### src/line_raster_hit_accumulator_defines.svh
// Assertion macros used by the line raster hit accumulator top level.
`ifndef LINE_RASTER_HIT_ACCUMULATOR_DEFINES_SVH
`define LINE_RASTER_HIT_ACCUMULATOR_DEFINES_SVH

// Checks a property on every clock edge outside of reset.
`define LRHA_ASSERT(lbl, prop) \
  lbl: assert property (@(posedge clk_i) disable iff (!rst_ni) (prop)) \
    else $error("lrha assertion failed");

// Checks that a condition in one cycle leads to another in the next cycle.
`define LRHA_ASSERT_NEXT(lbl, ante, cons) \
  lbl: assert property (@(posedge clk_i) disable iff (!rst_ni) (ante) |=> (cons)) \
    else $error("lrha sequencing assertion failed");

`endif

### src/lrha_pkg.sv
// Shared types and constants of the line raster hit accumulator.
package lrha_pkg;

  localparam int unsigned COORD_W = 13;
  localparam int unsigned PIX_W   = 14;
  localparam int unsigned ERR_W   = 17;
  localparam int unsigned HIT_W   = 16;
  localparam int unsigned PLOT_W  = 14;

  typedef logic signed [COORD_W-1:0] coord_t;
  typedef logic signed [PIX_W-1:0]   pix_coord_t;
  typedef logic signed [ERR_W-1:0]   err_t;
  typedef logic [1:0]                action_t;

  localparam action_t ACT_DRAW  = 2'd0;
  localparam action_t ACT_READ  = 2'd1;
  localparam action_t ACT_CLEAR = 2'd2;

  typedef struct packed {
    logic       valid;
    logic       last;
    pix_coord_t px;
    pix_coord_t py;
  } pix_t;

endpackage

### src/lrha_walker.sv
// Bresenham line walker that emits one pixel per cycle from a shared error adder.
module lrha_walker (
  input  logic              clk_i,
  input  logic              rst_ni,
  input  logic              start_i,
  input  lrha_pkg::coord_t  start_x_i,
  input  lrha_pkg::coord_t  start_y_i,
  input  lrha_pkg::coord_t  end_x_i,
  input  lrha_pkg::coord_t  end_y_i,
  output lrha_pkg::pix_t    pix_o
);
  import lrha_pkg::*;

  localparam logic [2:0] W_IDLE  = 3'd0;
  localparam logic [2:0] W_NEG   = 3'd1;
  localparam logic [2:0] W_STEEP = 3'd2;
  localparam logic [2:0] W_PREP  = 3'd3;
  localparam logic [2:0] W_RUN   = 3'd4;

  logic [2:0] state_q, state_d;
  pix_coord_t ax_q, ax_d, ay_q, ay_d, bx_q, bx_d, by_q, by_d;
  pix_coord_t u_q, u_d, v_q, v_d, end_q, end_d;
  logic       neg_q, neg_d, steep_q, steep_d;
  err_t       d_q, d_d, dy2_q, dy2_d, diff2_q, diff2_d;
  err_t       dx, dy;
  pix_coord_t minor_y;

  always_comb begin
    state_d = state_q;
    ax_d    = ax_q;
    ay_d    = ay_q;
    bx_d    = bx_q;
    by_d    = by_q;
    u_d     = u_q;
    v_d     = v_q;
    end_d   = end_q;
    neg_d   = neg_q;
    steep_d = steep_q;
    d_d     = d_q;
    dy2_d   = dy2_q;
    diff2_d = diff2_q;
    dx      = err_t'(bx_q) - err_t'(ax_q);
    dy      = err_t'(by_q) - err_t'(ay_q);
    unique case (state_q)
      W_IDLE: begin
        if (start_i) begin
          if (start_x_i > end_x_i) begin
            ax_d = pix_coord_t'(end_x_i);
            ay_d = pix_coord_t'(end_y_i);
            bx_d = pix_coord_t'(start_x_i);
            by_d = pix_coord_t'(start_y_i);
          end else begin
            ax_d = pix_coord_t'(start_x_i);
            ay_d = pix_coord_t'(start_y_i);
            bx_d = pix_coord_t'(end_x_i);
            by_d = pix_coord_t'(end_y_i);
          end
          state_d = W_NEG;
        end
      end
      W_NEG: begin
        neg_d = dy[ERR_W-1];
        if (dy[ERR_W-1]) begin
          ay_d = -ay_q;
          by_d = -by_q;
        end
        state_d = W_STEEP;
      end
      W_STEEP: begin
        steep_d = dx < dy;
        if (dx < dy) begin
          ax_d = ay_q;
          ay_d = ax_q;
          bx_d = by_q;
          by_d = bx_q;
        end
        state_d = W_PREP;
      end
      W_PREP: begin
        dy2_d   = dy + dy;
        diff2_d = (dy - dx) + (dy - dx);
        d_d     = (dy + dy) - dx;
        u_d     = ax_q;
        v_d     = ay_q;
        end_d   = bx_q;
        state_d = W_RUN;
      end
      W_RUN: begin
        if (u_q == end_q) begin
          state_d = W_IDLE;
        end else begin
          u_d = u_q + pix_coord_t'(1);
          if (d_q > err_t'(0)) begin
            v_d = v_q + pix_coord_t'(1);
            d_d = d_q + diff2_q;
          end else begin
            d_d = d_q + dy2_q;
          end
        end
      end
      default: begin
        state_d = W_IDLE;
      end
    endcase
  end

  always_ff @(posedge clk_i or negedge rst_ni) begin
    if (!rst_ni) begin
      state_q <= W_IDLE;
    end else begin
      state_q <= state_d;
    end
  end

  always_ff @(posedge clk_i) begin
    ax_q    <= ax_d;
    ay_q    <= ay_d;
    bx_q    <= bx_d;
    by_q    <= by_d;
    u_q     <= u_d;
    v_q     <= v_d;
    end_q   <= end_d;
    neg_q   <= neg_d;
    steep_q <= steep_d;
    d_q     <= d_d;
    dy2_q   <= dy2_d;
    diff2_q <= diff2_d;
  end

  assign minor_y     = steep_q ? u_q : v_q;
  assign pix_o.valid = (state_q == W_RUN);
  assign pix_o.last  = (u_q == end_q);
  assign pix_o.px    = steep_q ? v_q : u_q;
  assign pix_o.py    = neg_q ? -minor_y : minor_y;

endmodule

### config.mk
export PLATFORM = sky130hd
export DESIGN_NAME = lrha_walker
export DESIGN_NICKNAME = d
export VERILOG_FILES = /design/src/line_raster_hit_accumulator_defines.svh /design/src/lrha_pkg.sv /design/src/lrha_walker.sv
export SDC_FILE = /design/constraint.sdc
export NUM_CORES = 1
export LEC_CHECK = 0
export BUFFER_PORTS_ARGS = -buffer_cell sky130_fd_sc_hd__buf_4
export CAP_MARGIN = 20
export CELL_PAD_IN_SITES_DETAIL_PLACEMENT = 1
export CELL_PAD_IN_SITES_GLOBAL_PLACEMENT = 2
export CORE_MARGIN = 4
export CORE_UTILIZATION = 40
export CTS_CLUSTER_SIZE = 10
export DETAILED_ROUTE_END_ITERATION = 7
export PLACE_DENSITY_LB_ADDON = 0.12
export SLEW_MARGIN = 25
export SYNTH_ARGS = -nofsm -noshare
export SYNTH_HDL_FRONTEND = slang
export SYNTH_SLANG_ARGS = --single-unit
export TNS_END_PERCENT = 5
### constraint.sdc
create_clock -name clk_i -period 5.5 [get_ports clk_i]
set_input_delay 0.55 -clock clk_i [delete_from_list [all_inputs] [get_ports clk_i]]
set_output_delay 0.55 -clock clk_i [all_outputs]
set_load 0.005 [all_outputs]
==> run_results.csv, run 1 <==
group,metric,value,unit
timing,maxSlewViolCount,0,
cells_and_area,n_antenna_cell,0,
worst_setup_path,crit_family,"compound AO/OA/AOI/OAI gates",
place,place_congestion,0.882,
cells_and_area,area_delta_synth_final,14.1,%
cells_and_area,multiInputGateArea,7330,sq um
timing,setup_tns,0,ns
synth,postSynthCellCount,1268,
floorplan,rows,63,
timing,hold_viol,0,
synth,ys_seq_area_share,36.7,%
global_route,met1_usage,32.3,%
place,place_area,13400,sq um
global_route,grt_busiest_layer,"met2",
timing,post-route-period-util,92.1,%
worst_setup_path,crit_arrival,5.15,ns
detailed_routing,drtIter0Drc,612,
cells_and_area,drive_gt1_share,16.0,%
floorplan,die-area,33600,sq um
place,portBuffers,84,
clock_tree,postCtsResizedCells,0,
detailed_routing,vias,9888,
floorplan,core-area,30000,sq um
timing,final-setup-viol-count,0,
clock_tree,numCtsBuffers,17,
detailed_routing,drt-total-wl,38.2,mm
global_route,antenna_found_initial,0,
detailed_routing,firstDrtPassIters,6,
detailed_routing,ant_nets,0,
detailed_routing,drc,0,
worst_setup_path,cpMaxStageDelayCell,"ha_1",
worst_setup_path,path_max_fanout,28,
synth,yosysMostFrequentCell,"edfxtp_1",
global_route,grt_remaining_overflow,0,
worst_setup_path,max_stage_delay,0.55,ns
clock_tree,cts_tree,"built",
synth,ys_types,95,
timing,grt_setup_unrepaired,"no",
synth,yosys-top-cells-area,"edfxtp_1 36%, ha_1 8.0%, xnor2_1 5.7%, mux2i_1 5.6%, o21ai_0 4.8%",
worst_setup_path,crit_path_end_kind,"flop",
worst_setup_path,worst-setup-path-type,"flop to flop",
synth,synth_common_cells,"148 x edfxtp_1, 117 x o21ai_0, 116 x nand2_1",
synth,syn_avg_cell_area,9.71,sq um
synth,synth_seq_cells,151,
clock_tree,cts_root_buf,"clkbuf_16",
worst_setup_path,start_kind,"flop",
clock_tree,h-tree-depth,4,
clock_tree,cts_hold_buf,1,
worst_setup_path,worst-path-buf-inv,1,
worst_setup_path,worstPathRequired,5.58,ns
timing,finalCriticalPeriod,5.07,ns
detailed_routing,wl_per_cell,22.0,microns
floorplan,io_pins,85,
synth,synth_ff_type,"edfxtp_1",
clock_tree,clk_pin_slew,0.07,ns
timing,max_freq,0.197,GHz
cells_and_area,stdcell_area,14000,sq um
floorplan,die_y,183,microns
cells_and_area,regArea,4520,sq um
status,outcome,"finished clean",
timing,final.setup_skew,0.0118,ns
global_route,grt_pass1_vias,10300,
synth,syn-num-nets,1407,
clock_tree,cts_buffer_depth,2,
clock_tree,cts_setup_buffers,0,
synth,synth_area,12300,sq um
global_route,track_usage,22.6,%
min_path,holdCritPathClass,"primary input to asynchronous set/reset pin",
place,hpwl,29.9,mm
timing,worst_slew_pin_slew,0.920,ns
floorplan,fp.dieW,183,microns
global_route,grt_use_met2,37.3,%
synth,synth-warning-count,0,
synth,synthArstFlopShare,1.99,%
synth,synth_edf_count,148,
global_route,grt_max_degree,62,
synth,yosys.area.top_type,"edfxtp_1",
global_route,grt_pass1_wl,59.3,mm
worst_setup_path,path_cells,"ha_1 > fa_1 > nand2b_1 > a21o_1 > a211oi_1 > o31a_1 > o31ai_1 > nand3_1 > o21ai_0 > ha_1 > nand3_1 > nor3_1 > a31oi_1 > o21ai_0 > a31oi_4 > buf_4",
clock_tree,clock_sinks,151,
floorplan,start_util,41.0,%
cells_and_area,final_nets,1472,
detailed_routing,vias_per_cell,5.70,
clock_tree,clkLatencyLatePin,0.44,ns
global_route,met3_usage,2.53,%
synth,synth_top_cell_area_share,36.1,%
run,maxCapViolCount,0,
timing,slew_headroom,38.3,%
cells_and_area,fill_cells,3391,
==> sequential cells by signal, indices dropped and copies added (netlist names) <==
name and flops:
ax_q 14, ay_q 14, bx_q 14, by_q 14, d_q 17, diff2_q 16, dy2_q 15, end_q 14
neg_q 1, state_q 3, steep_q 1, u_q 14, v_q 14
==> cell usage in the layout, fill, tap and decap left out, types with 22 or more instances in the layout <==
| cell | instances |
|---|---|
| a21o_1 | 22 |
| ha_1 | 79 |
| xnor2_1 | 80 |
| a22oi_1 | 24 |
| nor3_1 | 24 |
| mux2_2 | 30 |
| nand2_1 | 115 |
| xor2_1 | 42 |
| edfxtp_1 | 148 |
| nor2_1 | 63 |
| inv_1 | 75 |
| o21ai_0 | 116 |
| nand3_1 | 27 |
| mux2i_1 | 69 |
| a21oi_1 | 60 |
| buf_4 | 98 |
==> metal layers <==
layer / share of wire (%) / vias up
met5: 0 / -
met4: 1.5 / 0
met3: 3.7 / 34
met2: 47 / 186
met1: 48 / 4850
li1: - / 4818
==> through the flow <==
stage / worst slack [ns] / util [%] / instances / hold slack (ns)
floorplan: 0.481 / - / 1268 / 0.254
global placement: 0.590 / 44.6 / 1703 / 0.349
detailed placement: 0.551 / 44.6 / 1703 / 0.351
CTS: 0.498 / 46.8 / 1736 / 0.455
global route: 0.146 / 46.8 / 1736 / 0.455
finish: 0.433 / 46.8 / 1736 / 0.462
==> cell families (layout without fill, tap and decap cells) <==
logic type	count (synthesis)	in the layout	share of synthesized area, %
buf+inv	132	210	4.26
mux	99	99	8.36
xor+xnor	130	130	9.92
compound gates	340	340	18.5
fa+ha+maj	88	88	9.19
flops	151	151	36.7
simple gates	328	328	13.1
==> area by class of cell <==
| type | count | share of cell area [%] |
|---|---|---|
| Sequential cell | 151 | 32.2 |
| Clock buffer | 17 | 3.03 |
| Inverter | 78 | 2.08 |
| Multi-Input combinational cell | 985 | 52.2 |
| Tap cell | 390 | 3.47 |
| Timing Repair Buffer | 100 | 5.45 |
| Clock inverter | 15 | 1.62 |
==> final timing paths <==
path,startpoint,endpoint,slack (ns),depth (start not counted)
min reg2reg,bx_q[0]$_DFFE_PP_,end_q[0]$_DFFE_PP_,0.49,0
max reg2reg,ay_q[0]$_DFFE_PP_,ax_q[1]$_DFFE_PP_,0.43,16
min in group clk_i,start_y_i[5],by_q[5]$_DFFE_PP_,0.48,3
min,rst_ni,state_q[0]$_DFFE_PN0P_,0.46,2
max in group asynchronous,rst_ni,state_q[1]$_DFFE_PN0P_,4.93,2
max,ay_q[0]$_DFFE_PP_,ax_q[1]$_DFFE_PP_,0.43,16
Power of run 1 is not shown: default switching activity piles up to over one toggle a cycle in this logic, so the estimate is an artifact.
==> run 2, diff against run 1 <==
Settings changed: CORE_ASPECT_RATIO set to 0.9.
==> run 2 against run 1 <==
Register-to-register slack lost 0.19 ns. Worst hold slack got worse by 0.023 ns. Maximum frequency shrank 3.7%.
==> run_results.csv, run 2 (same netlist as run 1, synthesis figures left out) <==
group,metric,value,unit
global_route,grt_remaining_overflow,0,
global_route,antenna_found_initial,0,
worst_setup_path,cp.depth,16,
global_route,grt_max_degree,59,
timing,post-route-period-util,95.6,%
timing,final.setup_skew,0.00932,ns
clock_tree,cts_tree,"built",
timing,worst_slew_pin_slew,0.997,ns
clock_tree,cts_buffer_depth,2,
floorplan,core-area,30100,sq um
clock_tree,cts_root_buf,"clkbuf_16",
worst_setup_path,worst-setup-path-type,"flop to flop",
global_route,track_usage,22.9,%
cells_and_area,largest_register_ffs,17,
timing,final-setup-viol-count,0,
worst_setup_path,startpoint,"ay_q[0]$_DFFE_PP_",
floorplan,die_y,174,microns
cells_and_area,largest-register,"d_q",
worst_setup_path,crit_arrival,5.35,ns
worst_setup_path,reg2reg_slack,0.24,ns
worst_setup_path,path_max_fanout,28,
global_route,grt_pass1_wl,59.5,mm
timing,setup_tns,0,ns
worst_setup_path,r2r-end,"bx_q[0]$_DFFE_PP_",
clock_tree,clock_sinks,151,
place,portBuffers,84,
detailed_routing,drt-total-wl,38.4,mm
detailed_routing,drtIter0Drc,802,
worst_setup_path,crit_family,"compound AO/OA/AOI/OAI gates",
clock_tree,numCtsBuffers,17,
cells_and_area,final_common_cell,"edfxtp_1",
detailed_routing,ant_nets,0,
worst_setup_path,start_kind,"flop",
place,hpwl,29.8,mm
worst_setup_path,max_stage_delay,0.58,ns
floorplan,fp.dieW,193,microns
worst_setup_path,crit_path_end_kind,"flop",
cells_and_area,final_nets,1471,
clock_tree,clk_pin_slew,0.07,ns
timing,finalCriticalPeriod,5.26,ns
timing,hold_viol,0,
cells_and_area,final_cell_mix,"148 x edfxtp_1, 116 x o21ai_0, 115 x nand2_1",
cells_and_area,area_delta_synth_final,13.7,%
worst_setup_path,worstPathRequired,5.59,ns
detailed_routing,firstDrtPassIters,5,
clock_tree,clkLatencyLatePin,0.44,ns
detailed_routing,vias,9928,
clock_tree,postCtsResizedCells,0,
clock_tree,cts_setup_buffers,0,
cells_and_area,n_antenna_cell,0,
global_route,grt_pass1_vias,10100,
cells_and_area,reg_top3,"d_q: 17 flops, diff2_q: 16 flops, dy2_q: 15 flops",
timing,grt_setup_unrepaired,"no",
place,place_congestion,0.868,
cells_and_area,post-route-util,46.5,%
timing,max_freq,0.190,GHz
detailed_routing,vias_per_cell,5.68,
min_path,holdCritPathClass,"primary input to asynchronous set/reset pin",
floorplan,start_util,40.9,%
floorplan,rows,60,
floorplan,io_pins,85,
detailed_routing,drc,0,
floorplan,die-area,33600,sq um
detailed_routing,wl_per_cell,21.9,microns
cells_and_area,drive_gt1_share,16.0,%
worst_setup_path,path_cells,"ha_1 > fa_1 > nand2b_1 > a21o_1 > a211oi_1 > o31a_1 > o31ai_1 > nand3_1 > o21ai_0 > ha_1 > nand3_1 > nor3_1 > a31oi_1 > o21ai_0 > a31oi_4 > buf_4",
timing,maxSlewViolCount,0,
run,maxCapViolCount,0,
clock_tree,h-tree-depth,4,
worst_setup_path,cpMaxStageDelayCell,"ha_1",
worst_setup_path,worst-path-buf-inv,1,
worst_setup_path,crit_end,"bx_q[0]$_DFFE_PP_",
status,outcome,"finished clean",
worst_setup_path,r2r_cells,16,
worst_setup_path,r2r_start,"ay_q[0]$_DFFE_PP_",
timing,slew_headroom,33.1,%
-- run 2: layout make-up --
cell class / instances / area (sq um)
well taps: 403 / 504
multi-input cells: 985 / 7330
clock inverters: 15 / 161
fillers: 3428 / 16100
flip-flops and latches: 151 / 4520
inverters: 78 / 293
clock buffers: 17 / 425
repair buffers: 99 / 758
-- run 2: worst register-to-register path, stage by stage (launching register included) --
cell      delay, ns
edfxtp_1       0.49
ha_1           0.28
fa_1           0.43
nand2b_1       0.19
a21o_1         0.20
a211oi_1       0.34
o31a_1         0.22
o31ai_1        0.11
nand3_1        0.10
o21ai_0        0.32
ha_1           0.58
nand3_1        0.20
nor3_1         0.11
a31oi_1        0.26
o21ai_0        0.35
a31oi_4        0.27
buf_4          0.43
-- run 2: per-layer routing --
| metal | up-vias | track usage (%) | wire (microns) | part of all wire [%] |
|---|---|---|---|---|
| li1 | 4825 | - | - | - |
| met1 | 4883 | 33.7 | 18900 | 49 |
| met4 | 0 | 3.69 | 337 | 0.88 |
| met3 | 26 | 3.80 | 1710 | 4.5 |
| met5 | - | 0 | 0 | 0 |
| met2 | 194 | 36.0 | 17400 | 45 |
-- run 2: how the worst min path moves through the flow --
stage | start | endpoint | slack (ns) | depth (start not counted)
floorplan | rst_ni | state_q[0]$_DFFE_PN0P_ | 0.25 | 0
global placement | rst_ni | state_q[2]$_DFFE_PN0P_ | 0.35 | 1
detailed placement | rst_ni | state_q[2]$_DFFE_PN0P_ | 0.35 | 1
CTS | rst_ni | state_q[1]$_DFFE_PN0P_ | 0.43 | 2
global route | rst_ni | state_q[1]$_DFFE_PN0P_ | 0.44 | 2
finish | rst_ni | state_q[1]$_DFFE_PN0P_ | 0.44 | 2
-- run 2: stage by stage --
step	cells	instance area (sq um)	setup WS [ns]	hold slack (ns)
global route	1748	14000	0.0522	0.443
detailed placement	1715	13400	0.419	0.353
finish	1748	14000	0.240	0.439
global placement	1715	13400	0.551	0.348
floorplan	1268	12300	0.481	0.254
CTS	1748	14000	0.374	0.429
-- run 2: what timing repair did --
action / in CTS / in global routing
hold buffers: 1 / 0
endpoints found under the hold margin: 3 / 0
setup endpoints to repair: 0 / 0
Power of run 2 is left out for the same reason.
==> run 3, diff against run 2 <==
Settings changed: CORE_UTILIZATION 40 to 43.
Clock period 5.5 ns to 6.7 ns, I/O delays scaled along.
==> run 3 against run 2 <==
Via count is 1.0% higher. Register-to-register slack improved by 1.3 ns. Setup slack better by 1.3 ns. Critical endpoint is now ay_q[3]$_DFFE_PP_. Global-route usage is 1.3 points higher. Sequential cell count stayed put. Core utilization grew 3.2 points. Count of clock-buffer cells in the layout unchanged. First-iteration DRC count down 7.1%.
==> run_results.csv, run 3 (same netlist as run 1, synthesis figures left out) <==
group,metric,value,unit
cells_and_area,final_cell_mix,"148 x edfxtp_1, 116 x o21ai_0, 115 x nand2_1",
clock_tree,cts_root_buf,"clkbuf_16",
place,place_congestion,0.888,
cells_and_area,largest-register,"d_q",
cells_and_area,final_nets,1469,
detailed_routing,vias_per_cell,5.89,
global_route,antenna_found_initial,1,
detailed_routing,firstDrtPassIters,5,
worst_setup_path,worstPathRequired,6.89,ns
global_route,track_usage,24.2,%
worst_setup_path,r2r_cells,17,
clock_tree,cts_tree,"built",
run,maxCapViolCount,0,
worst_setup_path,path_max_fanout,18,
timing,setup_tns,0,ns
clock_tree,h-tree-depth,4,
worst_setup_path,max_stage_delay,0.53,ns
clock_tree,clock_sinks,151,
detailed_routing,ant_nets,0,
timing,maxSlewViolCount,0,
timing,max_freq,0.193,GHz
worst_setup_path,path_cells,"inv_1 > ha_1 > nor2b_1 > o31ai_2 > nand2b_1 > a21oi_1 > xnor2_1 > ha_1 > a21o_1 > a21o_1 > a221oi_1 > nor2_1 > nor4b_2 > and2_2 > o311ai_2 > a31oi_4 > buf_16",
cells_and_area,reg_top3,"d_q: 17 flops, diff2_q: 16 flops, dy2_q: 15 flops",
detailed_routing,drc,0,
global_route,grt_pass1_wl,59.9,mm
timing,slew_headroom,36.2,%
worst_setup_path,reg2reg_slack,1.52,ns
global_route,grt_max_degree,63,
clock_tree,numCtsBuffers,17,
global_route,grt_remaining_overflow,0,
worst_setup_path,worst-setup-path-type,"flop to flop",
clock_tree,postCtsResizedCells,0,
timing,hold_viol,0,
detailed_routing,vias,10000,
cells_and_area,final_common_cell,"edfxtp_1",
clock_tree,cts_buffer_depth,2,
cells_and_area,drive_gt1_share,15.9,%
worst_setup_path,crit_arrival,5.37,ns
detailed_routing,wl_per_cell,22.4,microns
cells_and_area,area_delta_synth_final,13.4,%
floorplan,rows,58,
cells_and_area,n_antenna_cell,0,
timing,post-route-period-util,77.3,%
floorplan,io_pins,85,
floorplan,die_y,169,microns
timing,final.setup_skew,0.0114,ns
clock_tree,cts_hold_buf,0,
cells_and_area,largest_register_ffs,17,
clock_tree,clkLatencyLatePin,0.44,ns
timing,grt_setup_unrepaired,"no",
detailed_routing,drt-total-wl,38.2,mm
worst_setup_path,r2r_start,"ay_q[1]$_DFFE_PP_",
worst_setup_path,r2r-end,"ay_q[3]$_DFFE_PP_",
status,outcome,"finished clean",
detailed_routing,drtIter0Drc,745,
min_path,holdCritPathClass,"primary input to asynchronous set/reset pin",
place,hpwl,29.9,mm
floorplan,fp.dieW,186,microns
clock_tree,cts_setup_buffers,0,
floorplan,core-area,28100,sq um
global_route,grt_pass1_vias,10400,
worst_setup_path,crit_path_end_kind,"flop",
floorplan,start_util,43.8,%
timing,finalCriticalPeriod,5.18,ns
place,portBuffers,84,
timing,final-setup-viol-count,0,
worst_setup_path,cpMaxStageDelayCell,"a221oi_1",
worst_setup_path,start_kind,"flop",
clock_tree,clk_pin_slew,0.06,ns
floorplan,die-area,31400,sq um
timing,worst_slew_pin_slew,0.950,ns
-- run 3: cell types whose count changed in the layout (fill, tap and decap cells not counted), sizes merged --
cell	previous run	this run
inv	86	83
clkinvlp	4	5
buf	98	97
dlygate4sd3	1	0
bufinv	0	1
clkinv	3	4
-- run 3: worst max path at each step --
| stage | slack, ns | from | end |
|---|---|---|---|
| floorplan | 1.68 | ay_q[8]$_DFFE_PP_ | ax_q[0]$_DFFE_PP_ |
| global placement | 1.68 | ax_q[1]$_DFFE_PP_ | ax_q[0]$_DFFE_PP_ |
| detailed placement | 1.63 | ay_q[1]$_DFFE_PP_ | ay_q[2]$_DFFE_PP_ |
| CTS | 1.53 | ay_q[1]$_DFFE_PP_ | ay_q[1]$_DFFE_PP_ |
| global route | 1.18 | ay_q[1]$_DFFE_PP_ | ay_q[2]$_DFFE_PP_ |
| finish | 1.52 | ay_q[1]$_DFFE_PP_ | ay_q[3]$_DFFE_PP_ |
-- run 3: routing by layer --
| layer | track usage (%) | wire length, microns | share of wire [%] | up-vias |
|---|---|---|---|---|
| li1 | - | - | - | 4804 |
| met4 | 5.37 | 572 | 1.5 | 0 |
| met2 | 39.4 | 17700 | 46 | 218 |
| met5 | 0 | 0 | 0 | - |
| met3 | 4.39 | 1810 | 4.7 | 34 |
| met1 | 34.1 | 18100 | 47 | 4973 |
-- run 3: per-stage QoR --
| stage | instances | cell area (sq um) | worst slack (ns) | util [%] | hold WS (ns) |
|---|---|---|---|---|---|
| 3_3_place_gp | 1668 | 13300 | 1.68 | 47.3 | 0.468 |
| 6_report | 1703 | 14000 | 1.52 | 49.7 | 0.0187 |
| 3_5_place_dp | 1671 | 13400 | 1.63 | 47.6 | 0.469 |
| 2_1_floorplan | 1268 | 12300 | 1.68 | - | 0.374 |
| 5_1_grt | 1703 | 14000 | 1.18 | 49.7 | 0.0102 |
| 4_1_cts | 1703 | 13900 | 1.53 | 49.7 | 0.0124 |
-- run 3: critical path, delay by kind of cell, from the launching register on --
family	cells	cell delay (ns)
DFF	1	0.46
and+or+nand+nor	5	0.88
buffers and inverters	2	0.44
xor gates and xnor gates	1	0.19
AOI/OAI and AO/OA	7	2.32
adders and majority gates	2	0.61
-- run 3: cell type report --
type	instances	area [sq um]
Multi-Input combinational cell	985	7330
Timing Repair Buffer	97	788
Clock buffer	17	425
Clock inverter	15	146
Tap cell	360	450
Sequential cell	151	4520
Inverter	78	293
Fill cell	3187	14100
Power of run 3 is left out for the same reason.
